File: src/rtl/dqrd_pkg.sv
`default_nettype none
// ----------------------------------------------------------------------------
// dqrd_pkg
// Shared types and constants for the deque engine with lazy reverse.
// ----------------------------------------------------------------------------
package dqrd_pkg;

    localparam int DEPTH  = 64;
    localparam int ADDR_W = $clog2(DEPTH);
    localparam int CNT_W  = $clog2(DEPTH + 1);
    localparam int DATA_W = 32;

    typedef enum logic [1:0] {
        OP_APPEND  = 2'd0,
        OP_REVERSE = 2'd1,
        OP_DELETE  = 2'd2,
        OP_FINISH  = 2'd3
    } op_t;

    typedef enum logic {
        ST_IDLE,
        ST_EMIT
    } ctrl_state_t;

    typedef struct packed {
        logic exec;
        logic emit;
    } cmd_t;

    typedef struct packed {
        logic out_free;
        logic emit_done;
    } stat_t;

endpackage
`default_nettype wire

File: src/rtl/dqrd_ctrl.sv
`default_nettype none
// ----------------------------------------------------------------------------
// dqrd_ctrl
// Controller: accepts commands and sequences the emission of a finished list.
// ----------------------------------------------------------------------------
module dqrd_ctrl (
    input  wire logic          clk,
    input  wire logic          rst_n,
    input  wire logic          in_valid,
    output logic               in_ready,
    input  wire logic [1:0]    operation,
    input  wire dqrd_pkg::stat_t stat,
    output dqrd_pkg::cmd_t     cmd
);
    import dqrd_pkg::*;

    ctrl_state_t state_reg;
    ctrl_state_t state_next;

    always_ff @(posedge clk or negedge rst_n)
    begin
        if (!rst_n)
        begin
            state_reg <= ST_IDLE;
        end
        else
        begin
            state_reg <= state_next;
        end
    end

    always_comb
    begin
        state_next = state_reg;
        in_ready   = 1'b0;
        cmd        = '0;
        case (state_reg)
            ST_IDLE:
            begin
                in_ready = 1'b1;
                if (in_valid)
                begin
                    if (op_t'(operation) == OP_FINISH)
                    begin
                        state_next = ST_EMIT;
                    end
                    else
                    begin
                        cmd.exec = 1'b1;
                    end
                end
            end
            ST_EMIT:
            begin
                if (stat.out_free)
                begin
                    cmd.emit = 1'b1;
                    if (stat.emit_done)
                    begin
                        state_next = ST_IDLE;
                    end
                end
            end
            default:
            begin
                state_next = ST_IDLE;
            end
        endcase
    end

endmodule
`default_nettype wire

File: src/rtl/dqrd_datapath.sv
`default_nettype none
// ----------------------------------------------------------------------------
// dqrd_datapath
// Element store, head and tail counters, direction and error flags, and the
// output word register fed straight from the store's registered read port.
// ----------------------------------------------------------------------------
module dqrd_datapath (
    input  wire logic                               clk,
    input  wire logic                               rst_n,
    input  wire dqrd_pkg::cmd_t                     cmd,
    output dqrd_pkg::stat_t                         stat,
    input  wire logic [1:0]                         operation,
    input  wire logic signed [dqrd_pkg::DATA_W-1:0] element_value,
    output logic                                    out_valid,
    input  wire logic                               out_ready,
    output logic signed [dqrd_pkg::DATA_W-1:0]      out_value,
    output logic                                    is_error,
    output logic                                    is_empty,
    output logic                                    is_last
);
    import dqrd_pkg::*;

    logic [DATA_W-1:0] mem [DEPTH];

    logic [CNT_W-1:0]  loaded_reg, loaded_next;
    logic [CNT_W-1:0]  head_reg, head_next;
    logic [CNT_W-1:0]  tail_reg, tail_next;
    logic [CNT_W-1:0]  idx_reg, idx_next;
    logic              rev_reg, rev_next;
    logic              err_reg, err_next;
    logic              out_valid_reg, out_valid_next;
    logic [DATA_W-1:0] rd_data_reg;
    logic              out_err_reg, out_empty_reg, out_last_reg;

    logic [CNT_W-1:0]  end_pos;
    logic [CNT_W-1:0]  live_cnt;
    logic [CNT_W-1:0]  rd_pos;
    logic              wr_en;
    logic              elem_last;
    logic              marker;

    assign end_pos   = loaded_reg - tail_reg;
    assign live_cnt  = loaded_reg - head_reg - tail_reg;
    assign rd_pos    = rev_reg ? (end_pos - CNT_W'(1) - idx_reg) : (head_reg + idx_reg);
    assign elem_last = (idx_reg + CNT_W'(1)) == live_cnt;
    assign marker    = err_reg || (live_cnt == '0);
    assign wr_en     = cmd.exec && (op_t'(operation) == OP_APPEND) && !err_reg
                       && (end_pos < CNT_W'(DEPTH));

    assign stat.out_free  = !out_valid_reg || out_ready;
    assign stat.emit_done = marker || elem_last;

    always_comb
    begin
        loaded_next    = loaded_reg;
        head_next      = head_reg;
        tail_next      = tail_reg;
        idx_next       = idx_reg;
        rev_next       = rev_reg;
        err_next       = err_reg;
        out_valid_next = out_valid_reg && !out_ready;
        if (cmd.exec && !err_reg)
        begin
            case (op_t'(operation))
                OP_APPEND:
                begin
                    if (end_pos >= CNT_W'(DEPTH))
                    begin
                        err_next = 1'b1;
                    end
                    else
                    begin
                        loaded_next = end_pos + CNT_W'(1);
                        tail_next   = '0;
                    end
                end
                OP_REVERSE:
                begin
                    rev_next = !rev_reg;
                end
                OP_DELETE:
                begin
                    if (live_cnt == '0)
                    begin
                        err_next = 1'b1;
                    end
                    else if (rev_reg)
                    begin
                        tail_next = tail_reg + CNT_W'(1);
                    end
                    else
                    begin
                        head_next = head_reg + CNT_W'(1);
                    end
                end
                default:
                begin
                end
            endcase
        end
        if (cmd.emit)
        begin
            out_valid_next = 1'b1;
            idx_next       = idx_reg + CNT_W'(1);
            if (stat.emit_done)
            begin
                loaded_next = '0;
                head_next   = '0;
                tail_next   = '0;
                idx_next    = '0;
                rev_next    = 1'b0;
                err_next    = 1'b0;
            end
        end
    end

    always_ff @(posedge clk or negedge rst_n)
    begin
        if (!rst_n)
        begin
            loaded_reg    <= '0;
            head_reg      <= '0;
            tail_reg      <= '0;
            idx_reg       <= '0;
            rev_reg       <= 1'b0;
            err_reg       <= 1'b0;
            out_valid_reg <= 1'b0;
        end
        else
        begin
            loaded_reg    <= loaded_next;
            head_reg      <= head_next;
            tail_reg      <= tail_next;
            idx_reg       <= idx_next;
            rev_reg       <= rev_next;
            err_reg       <= err_next;
            out_valid_reg <= out_valid_next;
        end
    end

    always_ff @(posedge clk)
    begin
        if (wr_en)
        begin
            mem[end_pos[ADDR_W-1:0]] <= element_value;
        end
        if (cmd.emit)
        begin
            if (marker)
            begin
                rd_data_reg <= '0;
            end
            else
            begin
                rd_data_reg <= mem[rd_pos[ADDR_W-1:0]];
            end
            out_err_reg   <= err_reg;
            out_empty_reg <= !err_reg && (live_cnt == '0);
            out_last_reg  <= stat.emit_done;
        end
    end

    assign out_valid = out_valid_reg;
    assign out_value = rd_data_reg;
    assign is_error  = out_err_reg;
    assign is_empty  = out_empty_reg;
    assign is_last   = out_last_reg;

    assert property (@(posedge clk) disable iff (!rst_n)
        !(cmd.exec && cmd.emit))
        else $error("Command and emission issued in the same cycle.");

    assert property (@(posedge clk) disable iff (!rst_n)
        !err_reg |-> ({1'b0, head_reg} + {1'b0, tail_reg} <= {1'b0, loaded_reg}))
        else $error("Removed elements exceed loaded elements.");

    assert property (@(posedge clk) disable iff (!rst_n)
        loaded_reg <= CNT_W'(DEPTH))
        else $error("Loaded count beyond store depth.");

    assert property (@(posedge clk) disable iff (!rst_n)
        (cmd.emit && stat.emit_done) |=> (loaded_reg == '0 && !err_reg && idx_reg == '0))
        else $error("State not cleared after the final word.");

endmodule
`default_nettype wire

File: src/rtl/deque_reverse_delete_engine_core.sv
`default_nettype none
// ----------------------------------------------------------------------------
// deque_reverse_delete_engine_core
// Double-ended list engine with a lazy reverse and an emitting finish command.
// ----------------------------------------------------------------------------
// Usage: input words carry an operation and a value on a valid/ready channel.
// Append, reverse and delete produce no output word; append writes one store
// entry and delete moves a head or tail counter. A finish word stops input
// for its run: the controller then issues one store read per cycle while the
// receiver is free, and each registered read becomes an output word. An error
// or empty list gives a single marker word. The last word of each run is
// flagged, and the engine clears its state when that word is issued, ready
// for the next list at once. The store read port sets the pace of one word
// per cycle. When the receiver stalls, the output word holds and no further
// read is issued. Reset clears the counters and the direction, error and
// valid flags; the store contents and the output word and flag registers
// are left as they are.
// ----------------------------------------------------------------------------
module deque_reverse_delete_engine_core (
    input  wire logic                               clk,
    input  wire logic                               rst_n,
    input  wire logic                               in_valid,
    output logic                                    in_ready,
    input  wire logic [1:0]                         operation,
    input  wire logic signed [dqrd_pkg::DATA_W-1:0] element_value,
    output logic                                    out_valid,
    input  wire logic                               out_ready,
    output logic signed [dqrd_pkg::DATA_W-1:0]      out_value,
    output logic                                    is_error,
    output logic                                    is_empty,
    output logic                                    is_last
);
    import dqrd_pkg::*;

    cmd_t  cmd;
    stat_t stat;

    dqrd_ctrl u_ctrl (
        .clk       (clk),
        .rst_n     (rst_n),
        .in_valid  (in_valid),
        .in_ready  (in_ready),
        .operation (operation),
        .stat      (stat),
        .cmd       (cmd)
    );

    dqrd_datapath u_datapath (
        .clk           (clk),
        .rst_n         (rst_n),
        .cmd           (cmd),
        .stat          (stat),
        .operation     (operation),
        .element_value (element_value),
        .out_valid     (out_valid),
        .out_ready     (out_ready),
        .out_value     (out_value),
        .is_error      (is_error),
        .is_empty      (is_empty),
        .is_last       (is_last)
    );

endmodule
`default_nettype wire
File: config.mk
export PLATFORM = sky130hd
export DESIGN_NAME = deque_reverse_delete_engine_core
export DESIGN_NICKNAME = d
export VERILOG_FILES = /design/src/rtl/dqrd_pkg.sv /design/src/rtl/dqrd_ctrl.sv /design/src/rtl/dqrd_datapath.sv /design/src/rtl/deque_reverse_delete_engine_core.sv
export SDC_FILE = /design/constraint.sdc
export NUM_CORES = 2
export LEC_CHECK = 0
export ABC_CLOCK_PERIOD_IN_PS = 5800
export BUFFER_PORTS_ARGS = -buffer_cell sky130_fd_sc_hd__buf_4
export CORE_MARGIN = 2
export CORE_UTILIZATION = 39
export DETAILED_ROUTE_END_ITERATION = 7
export SETUP_SLACK_MARGIN = 0.1
export SYNTH_ARGS = -nofsm -noshare
export SYNTH_HDL_FRONTEND = slang
export SYNTH_SLANG_ARGS = --single-unit
File: constraint.sdc
create_clock -name clk -period 5.8 [get_ports clk]
set_clock_uncertainty 0.05 [all_clocks]
set_input_delay 1.45 -clock clk [delete_from_list [all_inputs] [get_ports clk]]
set_output_delay 1.45 -clock clk [all_outputs]
set_load 0.01 [all_outputs]
==> flow_summary.toml <==
[die]
chipWidth_um = 465.0
dieArea_sq_um = 216300
initial_core_util_pct = 39.16
core_area_sq_um = 211700
rows = 169
die_y_um = 465.0
io_pins = 75

[logic_synthesis]
synth_compound_area_share_pct = 3.401
synthAdderAreaFrac_pct = 0.6400
synth_edf_count = 2083
ys_top_cells_by_area = "edfxtp_1, mux4_2, a211oi_1"
synth_top_area_share_pct = 75.46
ys_seq_area_share_pct = 76.42
synthCells = 3838
synth_area_sq_um = 82890
synth_top_cell_by_area = "edfxtp_1"
ys_warn_count = 0
ys_ff_latch = 2115
synth-simple-area-share_pct = 2.051
synthDistinctLibCells = 56
async_reset_ff_share_pct = 1.513
synth_area_per_cell_sq_um = 21.60
synth_ff_type = "edfxtp_1"
syn_nets = 3913
synth.mux.area_fraction_pct = 15.57
synth_top_family_by_area = "multiplexers"
synth_xor_area_share_pct = 0.4438

[global_routing]
grt_pass1_vias = 40200
antenna_found_initial = 9
grt_usage_pct = 19.58
grt_pass1_wl_mm = 303.8
grt_max_degree = 73
gr-total-overflow = 0

[detailed_routing]
wl_met1_mm = 90.99
routed_wl_mm = 213.9
drtIter0Drc = 4863
ant_nets = 0
met2_length_mm = 99.08
via_per_inst = 5.741
dr.pass1.iters = 7
met3WireLength_mm = 17.82
drc = 0
highest_layer = "met5"
avgRoutedWirePerCell_um = 30.18
vias = 40680

[worst_setup_path]
r2r-start = "u_datapath.tail_reg[0]$_DFF_PN0_"
r2r-end = "u_datapath.out_value[28]$_SDFFCE_PP0P_"
start_kind = "register"
slowest_stage = "a211oi_1"
critPathCaptureType = "register"
crit_arrival_ns = 6.04
cp_data_required_time_ns = 6.41
endpoint = "u_datapath.out_value[28]$_SDFFCE_PP0P_"
crit_family = "compound AO/OA/AOI/OAI gates"
reg2reg_depth = 15
startpoint = "u_datapath.tail_reg[0]$_DFF_PN0_"
crit_type = "reg -> reg"
path_depth = 15
path_cells = "ha_1, fa_1, xor2_1, inv_1, ha_1, a21o_1, a21oi_1, xnor2_1, mux2i_4, buf_12, buf_12, a211oi_1, a211oi_1, a21oi_1, o22ai_1"
reg2reg_slack_ns = 0.37
slowest_delay_ns = 0.95
worstPathMaxFanout = 66
critPathBufInv = 3

[finish]
stdcell_count = 7086
design_area_sq_um = 94960
n_fill_cell = 17590
drive_gt1_share_pct = 26.61
largest_reg_flops = 2048
fin_nets = 4166
ff_latch_area_sq_um = 63350
multi_input_area_sq_um = 18880
area_delta_synth_final_pct = 14.56

[sta]
fin_crit_ns = 5.435
hold_violations = 0
fin_ws_ns = 0.3651
setup_viol = 0
fin_setup_tns_ns = 0
fin_crit_sh_pct = 93.71
slew_violations = 0
relSlewSlack_pct = 14.98
rsz0062_at_grt = "no"
worst_pin_slew_ns = 1.269
max_clock_freq_mhz = 184.0

[clock_network]
cts_setup_buffers = 0
root_buffer = "clkbuf_16"
clock-sinks = 2115
cts_made_buffers = 211
cts_tree = "built"
cts_max_level = 4
hold_buffers = 0
clk_pin_slew_ns = 0.06
ctsLongestPathBuffers = 3
clkLatencyLatePin_ns = 0.85
cts_resized = 0

[flow_run]
drv_cap = 0

[placement]
post-place-ws_ns = 0.4695
hpwl_mm = 119.2
portBuffers = 74
gp_congestion = 0.8235
placed_area_sq_um = 88250
dp_cells = 6699

[run_status]
status = "finished, final reports clean"

[hold_path]
hold_path.class = "reg -> reg"
==> logic make-up after synthesis <==
kind of cell,Yosys count
simple gates,320
compound gates,435
xor+xnor,38
fa+ha+maj,37
mux,648
buf+inv,245
flops,2115
==> layer usage <==
| metal | GRT usage (%) | vias to the layer above |
|---|---|---|
| li1 | - | 16650 |
| met1 | 28.59 | 22050 |
| met2 | 29.85 | 1703 |
| met3 | 3.882 | 274 |
| met4 | 5.805 | 10 |
| met5 | 0 | - |
==> Yosys cell counts, types with 9 or more instances <==
master       n
edfxtp_1  2083
inv_1       32
clkbuf_1    85
dfrtp_1     32
buf_4       43
xor2_1      12
nand4_1     10
buf_1        9
a21oi_1    155
xnor2_1     23
nand2_1     26
mux4_2     512
nand3_1     18
o22ai_1     36
nor2_1      95
a211oi_1   198
buf_2       69
o21ai_0     20
and2_1     132
ha_1        28
fa_1         9
mux2i_1    134
==> metrics by stage <==
step	utilization (%)	hold WS, ns
finish	44.86	0.4314
global route	44.86	0.4434
CTS	44.86	0.4359
detailed placement	41.70	0.4210
global placement	41.70	0.4032
floorplan	-	0.3973
==> layout make-up <==
class,count,area share (%)
Tap cell,2821,3.717
Inverter,32,0.1265
Clock buffer,260,5.821
Antenna cell,3,0.007906
Sequential cell,2115,66.71
Clock inverter,124,1.221
Multi-Input combinational cell,1478,19.88
Timing Repair Buffer,253,2.514
==> how the worst min path moves through the flow <==
stage | startpoint | slack [ns] | depth (start not counted) | to
global placement | u_datapath.err_reg$_DFF_PN0_ | 0.40 | 0 | u_datapath.is_error$_DFFE_PP_
global route | u_datapath.err_reg$_DFF_PN0_ | 0.44 | 0 | u_datapath.is_error$_DFFE_PP_
floorplan | u_datapath.err_reg$_DFF_PN0_ | 0.40 | 0 | u_datapath.is_error$_DFFE_PP_
CTS | u_datapath.err_reg$_DFF_PN0_ | 0.44 | 0 | u_datapath.is_error$_DFFE_PP_
finish | u_datapath.err_reg$_DFF_PN0_ | 0.43 | 0 | u_datapath.is_error$_DFFE_PP_
detailed placement | u_datapath.err_reg$_DFF_PN0_ | 0.42 | 0 | u_datapath.is_error$_DFFE_PP_
==> layout by cell type (no fill, tap or decap), types with 8 or more instances in the layout <==
cell type / instances
clkbuf_1: 46
buf_12: 39
nand2b_1: 8
o22ai_1: 36
and3_1: 8
fa_1: 9
clkinv_2: 30
mux4_2: 512
a21oi_1: 155
mux2i_1: 133
bufinv_16: 16
nor2_1: 31
nand4_1: 10
dfrtp_1: 32
ha_1: 28
inv_1: 31
clkinv_1: 53
nor2_4: 64
xor2_1: 12
and2_1: 132
a211oi_1: 196
clkbuf_16: 214
nand3_1: 17
o21ai_0: 18
edfxtp_1: 2083
xnor2_1: 23
buf_4: 214
nand2_1: 26
Power is not shown: default switching activity piles up to over one toggle a cycle in this logic, so the estimate is an artifact.
